--- src/rtl/assert_macros.svh ---
// Assertion macros used by the decoder RTL.
`ifndef ASSERT_MACROS_SVH
`define ASSERT_MACROS_SVH

// Checks a property at every rising clock edge outside reset.
`define CISD_ASSERT(lbl, prop, msg) \
  lbl: assert property (@(posedge clk) disable iff (!rst_n) (prop)) else $error(msg);

// Checks that an antecedent is followed by a consequent in the next cycle.
`define CISD_ASSERT_NEXT(lbl, ante, cons, msg) \
  lbl: assert property (@(posedge clk) disable iff (!rst_n) (ante) |=> (cons)) else $error(msg);

`endif

--- src/rtl/cisd_pkg.sv ---
// Types and constants of the compressed integer stream decoder.
package cisd_pkg;

  localparam int unsigned ByteW  = 8;
  localparam int unsigned ValueW = 32;
  localparam int unsigned CountW = 3;

  localparam logic [ByteW-1:0] LEAD_ONE_MASK  = 8'h80;
  localparam logic [ByteW-1:0] LEAD_TWO_MASK  = 8'hC0;
  localparam logic [ByteW-1:0] LEAD_FOUR_MASK = 8'hE0;
  localparam logic [ByteW-1:0] LEAD_WORD      = 8'hF0;
  localparam logic [ByteW-1:0] LEAD_MAX_LESS1 = 8'hFE;
  localparam logic [ByteW-1:0] LEAD_MAX       = 8'hFF;

  localparam logic [CountW-1:0] CONT_TWO  = 3'd1;
  localparam logic [CountW-1:0] CONT_FOUR = 3'd3;
  localparam logic [CountW-1:0] CONT_WORD = 3'd4;

  localparam logic STATUS_OK       = 1'b0;
  localparam logic STATUS_BAD_LEAD = 1'b1;

  typedef struct packed {
    logic [CountW-1:0] bytes_left;
    logic [ValueW-1:0] acc;
    logic              little_endian;
  } state_t;

  typedef struct packed {
    logic              fire;
    logic [ValueW-1:0] uval;
    logic [ValueW-1:0] sval;
    logic              status;
  } result_t;

endpackage

--- src/rtl/compressed_int_stream_decoder.sv ---
// A result is offered in the cycle after the item carrying its last byte is accepted.
// Takes one byte item per cycle unless a result waits untaken; decode is combinational.
// A value takes one to five byte items depending on its lead byte.
// The output register lets a new byte in whenever the pending result is being taken.
// Synchronous active-low reset clears the decoder state and the output valid flag.
module compressed_int_stream_decoder (
  input  logic                                clk,
  input  logic                                rst_n,
  input  logic                                in_valid,
  output logic                                in_ready,
  input  logic [cisd_pkg::ByteW-1:0]          in_byte,
  output logic                                out_valid,
  input  logic                                out_ready,
  output logic [cisd_pkg::ValueW-1:0]         out_unsigned_value,
  output logic signed [cisd_pkg::ValueW-1:0]  out_signed_value,
  output logic                                out_status
);
  import cisd_pkg::*;
  `include "assert_macros.svh"

  state_t            state_r, state_nxt;
  result_t           step_res;
  logic              out_valid_r, out_valid_nxt;
  logic [ValueW-1:0] uval_r, sval_r;
  logic              status_r;
  logic              in_fire;

  cisd_decode u_decode (
    .state_i  (state_r),
    .byte_i   (in_byte),
    .state_o  (state_nxt),
    .result_o (step_res)
  );

  assign in_ready = !out_valid_r || out_ready;
  assign in_fire  = in_valid && in_ready;

  always_comb begin
    out_valid_nxt = out_valid_r;
    if (in_fire) begin
      out_valid_nxt = step_res.fire;
    end else if (out_ready) begin
      out_valid_nxt = 1'b0;
    end
  end

  always_ff @(posedge clk) begin
    if (!rst_n) begin
      state_r     <= '0;
      out_valid_r <= 1'b0;
    end else begin
      out_valid_r <= out_valid_nxt;
      if (in_fire) begin
        state_r <= state_nxt;
      end
    end
  end

  always_ff @(posedge clk) begin
    if (in_fire && step_res.fire) begin
      uval_r   <= step_res.uval;
      sval_r   <= step_res.sval;
      status_r <= step_res.status;
    end
  end

  assign out_valid          = out_valid_r;
  assign out_unsigned_value = uval_r;
  assign out_signed_value   = $signed(sval_r);
  assign out_status         = status_r;

  `CISD_ASSERT(a_err_zero, !out_valid_r || status_r == STATUS_OK || (uval_r == '0 && sval_r == '0), "error result carries a non-zero value")
  `CISD_ASSERT(a_count_range, state_r.bytes_left <= CONT_WORD, "continuation count out of range")
  `CISD_ASSERT(a_word_form, !state_r.little_endian || state_r.bytes_left != '0, "word form flag set while awaiting a lead byte")
  `CISD_ASSERT_NEXT(a_no_mid_result, in_fire && state_r.bytes_left > 3'd1, !out_valid_r, "result raised by a middle continuation byte")

endmodule

--- src/rtl/cisd_decode.sv ---
// Per-byte decode step: next decoder state and the result the byte completes.
module cisd_decode (
  input  cisd_pkg::state_t             state_i,
  input  logic [cisd_pkg::ByteW-1:0]   byte_i,
  output cisd_pkg::state_t             state_o,
  output cisd_pkg::result_t            result_o
);
  import cisd_pkg::*;

  logic [1:0]        lane;
  logic [ValueW-1:0] placed;
  logic [ValueW-1:0] merged;
  logic [CountW-1:0] left_dec;
  logic              emit;
  logic              bad;
  logic [ValueW-1:0] value;

  function automatic logic [ValueW-1:0] signed_form(input logic [ValueW-1:0] u);
    logic [ValueW-1:0] mag;
    mag = {1'b0, u[ValueW-1:1]};
    if (&u) begin
      signed_form = {1'b1, {(ValueW-1){1'b0}}};
    end else if (u[0]) begin
      signed_form = ~mag;
    end else begin
      signed_form = mag;
    end
  endfunction

  // Byte lane of a continuation byte: the word form fills from the bottom up.
  always_comb begin
    if (state_i.little_endian) begin
      lane = 2'(CONT_WORD - state_i.bytes_left);
    end else begin
      lane = 2'(state_i.bytes_left - 3'd1);
    end
    case (lane)
      2'd0:    placed = {24'd0, byte_i};
      2'd1:    placed = {16'd0, byte_i, 8'd0};
      2'd2:    placed = {8'd0, byte_i, 16'd0};
      2'd3:    placed = {byte_i, 24'd0};
      default: placed = '0;
    endcase
    merged   = state_i.acc | placed;
    left_dec = state_i.bytes_left - 3'd1;
  end

  always_comb begin
    state_o = state_i;
    emit    = 1'b0;
    bad     = 1'b0;
    value   = '0;
    if (state_i.bytes_left != '0) begin
      state_o.acc        = merged;
      state_o.bytes_left = left_dec;
      if (left_dec == '0) begin
        state_o.little_endian = 1'b0;
        emit                  = 1'b1;
        value                 = merged;
      end
    end else if ((byte_i & LEAD_ONE_MASK) == '0) begin
      emit  = 1'b1;
      value = {24'd0, byte_i};
    end else if ((byte_i & LEAD_TWO_MASK) == LEAD_ONE_MASK) begin
      state_o.acc           = {18'd0, byte_i[5:0], 8'd0};
      state_o.little_endian = 1'b0;
      state_o.bytes_left    = CONT_TWO;
    end else if ((byte_i & LEAD_FOUR_MASK) == LEAD_TWO_MASK) begin
      state_o.acc           = {3'd0, byte_i[4:0], 24'd0};
      state_o.little_endian = 1'b0;
      state_o.bytes_left    = CONT_FOUR;
    end else if (byte_i == LEAD_WORD) begin
      state_o.acc           = '0;
      state_o.little_endian = 1'b1;
      state_o.bytes_left    = CONT_WORD;
    end else if (byte_i == LEAD_MAX_LESS1) begin
      emit  = 1'b1;
      value = {{(ValueW-1){1'b1}}, 1'b0};
    end else if (byte_i == LEAD_MAX) begin
      emit  = 1'b1;
      value = '1;
    end else begin
      // Unknown lead byte: report it and fall back to the reset state.
      state_o = '0;
      emit    = 1'b1;
      bad     = 1'b1;
    end
  end

  assign result_o.fire   = emit;
  assign result_o.uval   = value;
  assign result_o.sval   = signed_form(value);
  assign result_o.status = bad ? STATUS_BAD_LEAD : STATUS_OK;

endmodule
--- config.mk ---
export PLATFORM = sky130hd
export DESIGN_NAME = compressed_int_stream_decoder
export DESIGN_NICKNAME = d
export VERILOG_FILES = /design/src/rtl/cisd_pkg.sv /design/src/rtl/compressed_int_stream_decoder.sv /design/src/rtl/cisd_decode.sv
export VERILOG_INCLUDE_DIRS = /design/src /design/src/rtl
export SDC_FILE = /design/constraint.sdc
export NUM_CORES = 1
export LEC_CHECK = 0
export ABC_AREA = 1
export ABC_CLOCK_PERIOD_IN_PS = 3350
export BUFFER_PORTS_ARGS = -buffer_cell sky130_fd_sc_hd__buf_4
export CORE_UTILIZATION = 30
export DETAILED_ROUTE_END_ITERATION = 7
export PLACE_DENSITY_LB_ADDON = 0.3
export RECOVER_POWER = 100
export SYNTH_ARGS = -nofsm -noshare
export SYNTH_HDL_FRONTEND = slang
export SYNTH_SLANG_ARGS = --single-unit
--- constraint.sdc ---
create_clock -name clk -period 3.35 [get_ports clk]
set_input_delay 0.67 -clock clk [delete_from_list [all_inputs] [get_ports clk]]
set_output_delay 0.67 -clock clk [all_outputs]
set_load 0.1 [all_outputs]
==> qor.txt, run 1 <==
Compound-Gate Fraction of Synth Area = 0.111
setup TNS = 0 ps
cts repair resizes = 0
CTS tree = built
hold_buf cts = 0
Global Route Usage Sum = 0.160
post-route ant nets = 0
Detailed Place HPWL = 10100 µm
Hold Path Class = reg -> reg
Tcrit/Tclk final = 0.895
Max Slew Vio Count = 0
PortBufs = 78
Iteration-0 DRC Markers = 366
postcts setup bufs = 0
Antenna diodes = 0
top cells by area, synth = edfxtp_1 (37%), dfxtp_1 (14%), nand2_1 (11%)
Post-Synth XOR/XNOR Area = 0.0500
grt ovf = 0
Worst-Skew Late Latency = 350 ps
CTS clock-pin slew for the worst setup and hold paths = 70 ps
Vias = 4364
Final setup viols = 0
vias in the first global route = 4046
Seq cells post-synth = 102
Area Overhead vs Synth = 16.4%
initial antenna violation count = 0
routability congestion estimate = 0.938
CTS Root Cell = clkbuf_16
via/cell ratio = 4.61
die extent in y = 134 µm
# nets final = 732
Arr. time, crit path = 3100 ps
RSZ-0062 raised after global routing = false
crit path launch type = flop
global-route wire length before repair = 21800 µm
Ports = 79
leading area contributor after synthesis = edfxtp_1
num rows = 48
largest net degree at the start of global routing = 66
Highest Clock Rate = 334 MHz
Fill cells = 1883
Max-Cap Viols = 0
Seq/Total Area, Yosys = 0.512
WL final = 13900 µm
synthesized area = 5260 µm²
residual DRC count = 0
top cell type's share of synthesized area = 0.371
post-synthesis adder-cell area fraction = 0.00952
layout cells sized above 1 = 0.0902
Pre-antenna DRT Iters = 5
cells after synthesis = 636
minimum clock period after layout = 3000 ps
Buf/Inv on CP = 4
largest family of logic cells by synthesized area = simple AND/OR/NAND/NOR gates
clk_skew = 8.82 ps
die area = 18100 µm²
multiplexer share of the synthesized area = 0
CP top delay family = simple AND/OR/NAND/NOR gates
critical path class = reg -> reg
drt wl/cell = 14.7 µm
CTS Buffer Depth = 2
die width = 134 µm
Worst Tran Pin Value = 1190 ps
initial cell density of the core = 0.306
final hold vios = 0
H-tree Lvls = 3
CP max-delay cell = dfxtp_1
Crit Path Max Fanout = 31
Avg Inst Size Synth = 8.27 µm²
crit-path max cell delay = 400 ps
Setup crit end kind = flop
synth unique cells = 34
Num CTS Buffers = 9
status = completed
CP most frequent cell = nand3_1
CORE AREA = 17200 µm²
WP data required = 3450 ps
Max-slew headroom = 0.212
Synth Area in Simple Gates = 0.219
clock sink total = 102
CP cell instances = inv_1, ha_1, nand2_1, nand3_1, clkinv_1, clkbuf_1, nand3_1, nand2_2, nand2_1, nor2_1, nand3_1, nor2_4, buf_12, nor2_1
syn_nets = 652
Synthesis Warnings = 0
==> flip-flops by register name (all words and copies together), names as in the netlist <==
signal / flops
state_r: 36
out_unsigned_value: 32
out_status: 1
out_signed_value: 32
out_valid: 1
==> kinds of logic after synthesis <==
logic type | after synthesis
AOI/OAI and AO/OA | 102
xor gates and xnor gates | 30
adders and majority gates | 4
buffers and inverters | 123
DFF | 102
and+or+nand+nor | 275
==> cell usage after synthesis, drive strengths merged <==
master	instances
a211oi	1
a21oi	46
buf	19
clkbuf	5
clkinv	1
dfxtp	37
edfxtp	65
ha	4
inv	98
nand2	166
nand3	32
nand4	1
nor2	75
nor3	1
o211ai	2
o21a	1
o21ai	37
o21bai	14
o31ai	1
xnor2	21
xor2	9
==> path summary, 6_finish.rpt <==
kind | from | slack (ps) | depth (start not counted) | to
worst min-delay path | state_r[17] | 460 | 2 | state_r[17]
worst max register to register | state_r[33] | 350 | 14 | out_signed_value[21]
worst min register to register | state_r[17] | 460 | 2 | state_r[17]
worst max-delay path | state_r[33] | 350 | 14 | out_signed_value[21]
==> cells in the final DEF, fill, tap and decap left out, drive strengths merged <==
cell type  netlist  layout
clkinvlp         0       1
clkbuf           5      89
o21ai           37      37
dfxtp           37      37
nor3             1       1
edfxtp          65      65
xor2             9       9
o21bai          14      14
inv             98      97
nand3           32      32
bufinv           0       1
xnor2           21      21
ha               4       4
a211oi           1       1
clkinv           1       3
nor2            75      75
o211ai           2       2
o31ai            1       1
nand2          166     166
a21oi           46      46
o21a             1       1
nand4            1       1
buf             19      17
==> layer usage <==
metal	wire length, µm	up-vias	global-route usage
met2	5880	158	0.233
met4	394	0	0.0799
met5	0	-	0
li1	-	2177	-
met1	6540	2005	0.224
met3	1040	24	0.0302
==> tightest hold or removal path, cell delays in order, from the launching register on <==
cell and delay [ps]:
dfxtp_1 310, nand2_1 60, a21oi_1 50
==> cell type report <==
class                           count  area (µm²)  area share
Multi-Input combinational cell    411        2040       0.333
Tap cell                          225         282      0.0460
Sequential cell                   102        2690       0.440
Clock inverter                      3        43.8     0.00715
Timing Repair Buffer               93         430      0.0703
Clock buffer                       13         260      0.0425
Inverter                           99         375      0.0613
==> per-stage QoR <==
step	worst slack (ps)	utilization	hold WS, ps	cells	area (µm²)
3_5_place_dp	471	0.356	450	930	6120
6_report	353	0.356	461	946	6120
4_1_cts	439	0.374	461	946	6420
2_1_floorplan	415	-	430	636	5270
5_1_grt	68.4	0.356	475	946	6120
3_3_place_gp	588	0.356	445	930	6120
Power of run 1 is not shown: default switching activity piles up to over one toggle a cycle in this logic, so the estimate is an artifact.
==> inputs of run 2 (changes only) <==
--- a/config.mk
+++ b/config.mk
@@ -6,8 +6,7 @@
 export SDC_FILE = /design/constraint.sdc
 export NUM_CORES = 1
 export LEC_CHECK = 0
-export ABC_AREA = 1
-export ABC_CLOCK_PERIOD_IN_PS = 3350
+export ABC_CLOCK_PERIOD_IN_PS = 2800
 export BUFFER_PORTS_ARGS = -buffer_cell sky130_fd_sc_hd__buf_4
 export CORE_UTILIZATION = 30
 export DETAILED_ROUTE_END_ITERATION = 7
==> constraint.sdc (replaced) <==
create_clock -name clk -period 2.8 [get_ports clk]
set_input_delay 0.56 -clock clk [delete_from_list [all_inputs] [get_ports clk]]
set_output_delay 0.56 -clock clk [all_outputs]
set_load 0.1 [all_outputs]
==> run 2 against run 1 <==
The flow now finishes with violations (DRC, setup timing). Non-clock buffer count rose by 67. Setup slack got worse by 370 ps. Register-to-register slack got worse by 370 ps. Clock skew rose by 4.5 ps. Die area rose by 0.26%. Synthesized cell count fell by 27%. Critical endpoint is now out_signed_value[31]. Highest routed layer unchanged.
==> qor.txt, run 2 <==
global-route wire length before repair = 22900 µm (was 21800 µm)
Hold Path Class = in -> reg (was reg -> reg)
die width = 135 µm (was 134 µm)
multiplexer share of the synthesized area = 0.0107 (was 0)
CTS tree = built (unchanged)
CTS Root Cell = clkbuf_16 (unchanged)
GR met1 Demand/Resource = 0.222 (was 0.224)
Setup crit end = out_signed_value[31] (was out_signed_value[21])
failing checks = DRC, setup timing
syn_nets = 481 (was 652)
Worst-Skew Late Latency = 360 ps (was 350 ps)
crit-path max cell delay = 370 ps (was 400 ps)
Leak Pwr = 2.37 nW
Final setup viols = 1 (was 0)
Synth top cells by count = edfxtp_1 (65), dfxtp_1 (37), nor2b_1 (32) (was nand2_1 (155), inv_1 (96), edfxtp_1 (65))
CP cell instances = inv_4, ha_4, buf_6, and4b_1, a311o_1, a221o_1, a41oi_2, nor4bb_4, buf_4, buf_12, a21o_1 (was inv_1, ha_1, nand2_1, nand3_1, clkinv_1, clkbuf_1, nand3_1, nand2_2, nand2_1, nor2_1, nand3_1, nor2_4, buf_12, nor2_1)
RSZ-0062 raised after global routing = true (was false)
GRT met3 Usage = 0.0390 (was 0.0302)
commonest cells after routing, fill and taps aside = clkbuf_1 (74), buf_4 (72), edfxtp_1 (65), dfxtp_1 (34), nor2b_1 (31) (was nand2_1 (154), inv_1 (95), clkbuf_1 (76), edfxtp_1 (65), nor2_1 (63))
Synth Area in Simple Gates = 0.131 (was 0.219)
layout cells sized above 1 = 0.299 (was 0.0902)
Area Overhead vs Synth = 30.0% (was 16.4%)
final hold vios = 0 (unchanged)
Ports = 79 (unchanged)
worst slack at placement = -109 ps (was 471 ps)
Avg Inst Size Synth = 11.3 µm² (was 8.27 µm²)
status = finished, violations left (was completed)
die area = 18100 µm² (about the same)
Crit Path Max Fanout = 7 (was 31)
reg2reg end = out_signed_value[31] (was out_signed_value[21])
Setup crit end kind = flop (unchanged)
global route hottest layer = met2 (unchanged)
Cell Pwr Density = 926 nW/µm²
Seq cells post-synth = 102 (unchanged)
Max-slew headroom = 0.204 (was 0.212)
largest family of logic cells by synthesized area = compound AO/OA/AOI/OAI gates (was simple AND/OR/NAND/NOR gates)
critical path class = reg -> reg (unchanged)
Max-Cap Viols = 0 (unchanged)
Max rail drop VDD = 435 µV
EDFF count, synth = 65 (unchanged)
RR Startpoint = state_r[33] (unchanged)
PortBufs = 78 (unchanged)
CP max-delay cell = a221o_1 (was dfxtp_1)
Highest Clock Rate = 355 MHz (was 334 MHz)
most common cell in the netlist = edfxtp_1 (was nand2_1)
cells after synthesis = 465 (was 636)
final setup margin = -14.0 ps (was 353 ps)
num rows = 48 (unchanged)
via/cell ratio = 5.16 (was 4.61)
minimum clock period after layout = 2810 ps (was 3000 ps)
FF/Latch Area = 2700 µm² (was 2690 µm²)
clock sink total = 102 (unchanged)
vias in the first global route = 4091 (was 4046)
Tcrit/Tclk final = 1.00 (was 0.895)
routability congestion estimate = 0.873 (was 0.938)
leading area contributor after synthesis = edfxtp_1 (unchanged)
Compound-Gate Fraction of Synth Area = 0.228 (was 0.111)
max reg flops = 36 (unchanged)
initial cell density of the core = 0.306 (about the same)
largest net degree at the start of global routing = 67 (was 66)
Antenna diodes = 0 (unchanged)
H-tree Lvls = 3 (unchanged)
synth unique cells = 76 (was 34)
Pre-antenna DRT Iters = 7 (was 5)
worst reg-to-reg setup slack = -10 ps (was 350 ps)
post-route ant nets = 0 (unchanged)
top cell type's share of synthesized area = 0.370 (was 0.371)
WP data required = 2910 ps (was 3450 ps)
Critical Path Source = state_r[33] (unchanged)
FFs w/ async S/R, synth = 0 (unchanged)
CORE AREA = 17200 µm² (about the same)
post-synthesis adder-cell area fraction = 0.00949 (was 0.00952)
Post-Synth XOR/XNOR Area = 0.0482 (was 0.0500)
Largest Register = state_r (unchanged)
Worst Tran Pin Value = 1200 ps (was 1190 ps)
Iteration-0 DRC Markers = 367 (was 366)
commonest non-fill, non-tap cell in the layout = clkbuf_1 (was nand2_1)
Register-to-Register Path Depth = 11 (was 14)
Fill cells = 1719 (was 1883)
# nets final = 610 (was 732)
Detailed Place HPWL = 10900 µm (was 10100 µm)
residual DRC count = 1 (was 0)
initial antenna violation count = 0 (unchanged)
drt wl/cell = 18.8 µm (was 14.7 µm)
synthesized area = 5270 µm² (was 5260 µm²)
multi-input logic area = 2410 µm² (was 2040 µm²)
Hold Path Stages = 3 (was 2)
Synthesis Warnings = 0 (unchanged)
CTS clock-pin slew for the worst setup and hold paths = 70 ps (about the same)
clk_skew = 13.3 ps (was 8.82 ps)
top cells by area, synth = edfxtp_1 (37%), dfxtp_1 (14%), a21oi_2 (4.8%) (was edfxtp_1 (37%), dfxtp_1 (14%), nand2_1 (11%))
hold_buf cts = 0 (unchanged)
Num CTS Buffers = 9 (unchanged)
CTS Buffer Depth = 2 (unchanged)
Vias = 4251 (was 4364)
global routing usage on met2 = 0.265 (was 0.233)
Max Slew Vio Count = 0 (unchanged)
Seq/Total Area, Yosys = 0.511 (was 0.512)
Fin Hold WS = 494 ps (was 461 ps)
grt ovf = 0 (unchanged)
crit path launch type = flop (unchanged)
WL final = 15500 µm (was 13900 µm)
Arr. time, crit path = 2930 ps (was 3100 ps)
ys flop type = edfxtp_1 (unchanged)
die extent in y = 135 µm (was 134 µm)
Global Route Usage Sum = 0.168 (was 0.160)
## run 2: cell types whose count changed in the layout (fill, tap and decap cells not counted), sizes merged, moves of 7 or more
cell | before | now
nor2 | 75 | 9
xor2 | 9 | 2
a21oi | 46 | 58
a22oi | 0 | 24
buf | 17 | 82
nand3 | 32 | 3
o21bai | 14 | 0
o21ai | 37 | 21
nor2b | 0 | 32
nand2 | 166 | 17
inv | 97 | 16
## run 2: what timing repair did
action,in CTS,in global routing
buffers inserted,1,9
pin swaps,2,11
gates cloned,0,4
setup endpoints to repair,26,32
resized for setup,4,18
## run 2: per-stage QoR
stage          power [mW]   util  instances  instance area, µm²  setup TNS [ps]
3_3_place_gp         4.93  0.379        794                6540            -888
5_1_grt              6.57  0.397        824                6850           -1400
6_report             6.35  0.397        824                6850           -14.0
3_5_place_dp         4.95  0.379        794                6540           -2060
4_1_cts              6.39  0.400        811                6900               0
2_1_floorplan        4.24      -        465                5410          -56890
## run 2: cell type report
cell class,instances,share of cell area
sequential,102,0.394
multi-input combinational,306,0.351
timing repair buffer,160,0.156
tap,225,0.0411
clock buffer,10,0.0334
clock inverter,6,0.0159
inverter,15,0.00858
## run 2: worst min path at each step
stage                   to         from  slack [ps]
3_3_place_gp     out_valid    out_valid         490
5_1_grt          out_valid    out_ready         490
4_1_cts          out_valid    out_ready         490
2_1_floorplan  state_r[10]  state_r[10]         470
6_report         out_valid    out_ready         490
3_5_place_dp   state_r[10]  state_r[10]         500
## run 2: cells by family after synthesis
group / count (synthesis)
compound gates: 160
xor+xnor: 29
fa+ha+maj: 4
buf+inv: 57
flops: 102
mux: 5
simple gates: 108
## run 2: critical path: cells and delay by family, from the launching register on
family | cells | cell delay (ps)
buf+inv | 4 | 500
flops | 1 | 350
compound gates | 4 | 1170
fa+ha+maj | 1 | 270
simple gates | 2 | 270
## run 2: metal layers
layer	vias up	routed length, µm
met2	148	7320
met1	2082	6950
met3	22	877
met4	0	311
met5	-	0
li1	1999	-
## run 2: where the power goes
part	internal, mW	total (mW)	switching [mW]
sequential	1.88	1.96	0.0774
combinational	0.710	2.94	2.23
clock	0.874	1.45	0.572
total	3.47	6.35	2.88
(Power assumes the default switching activity.)
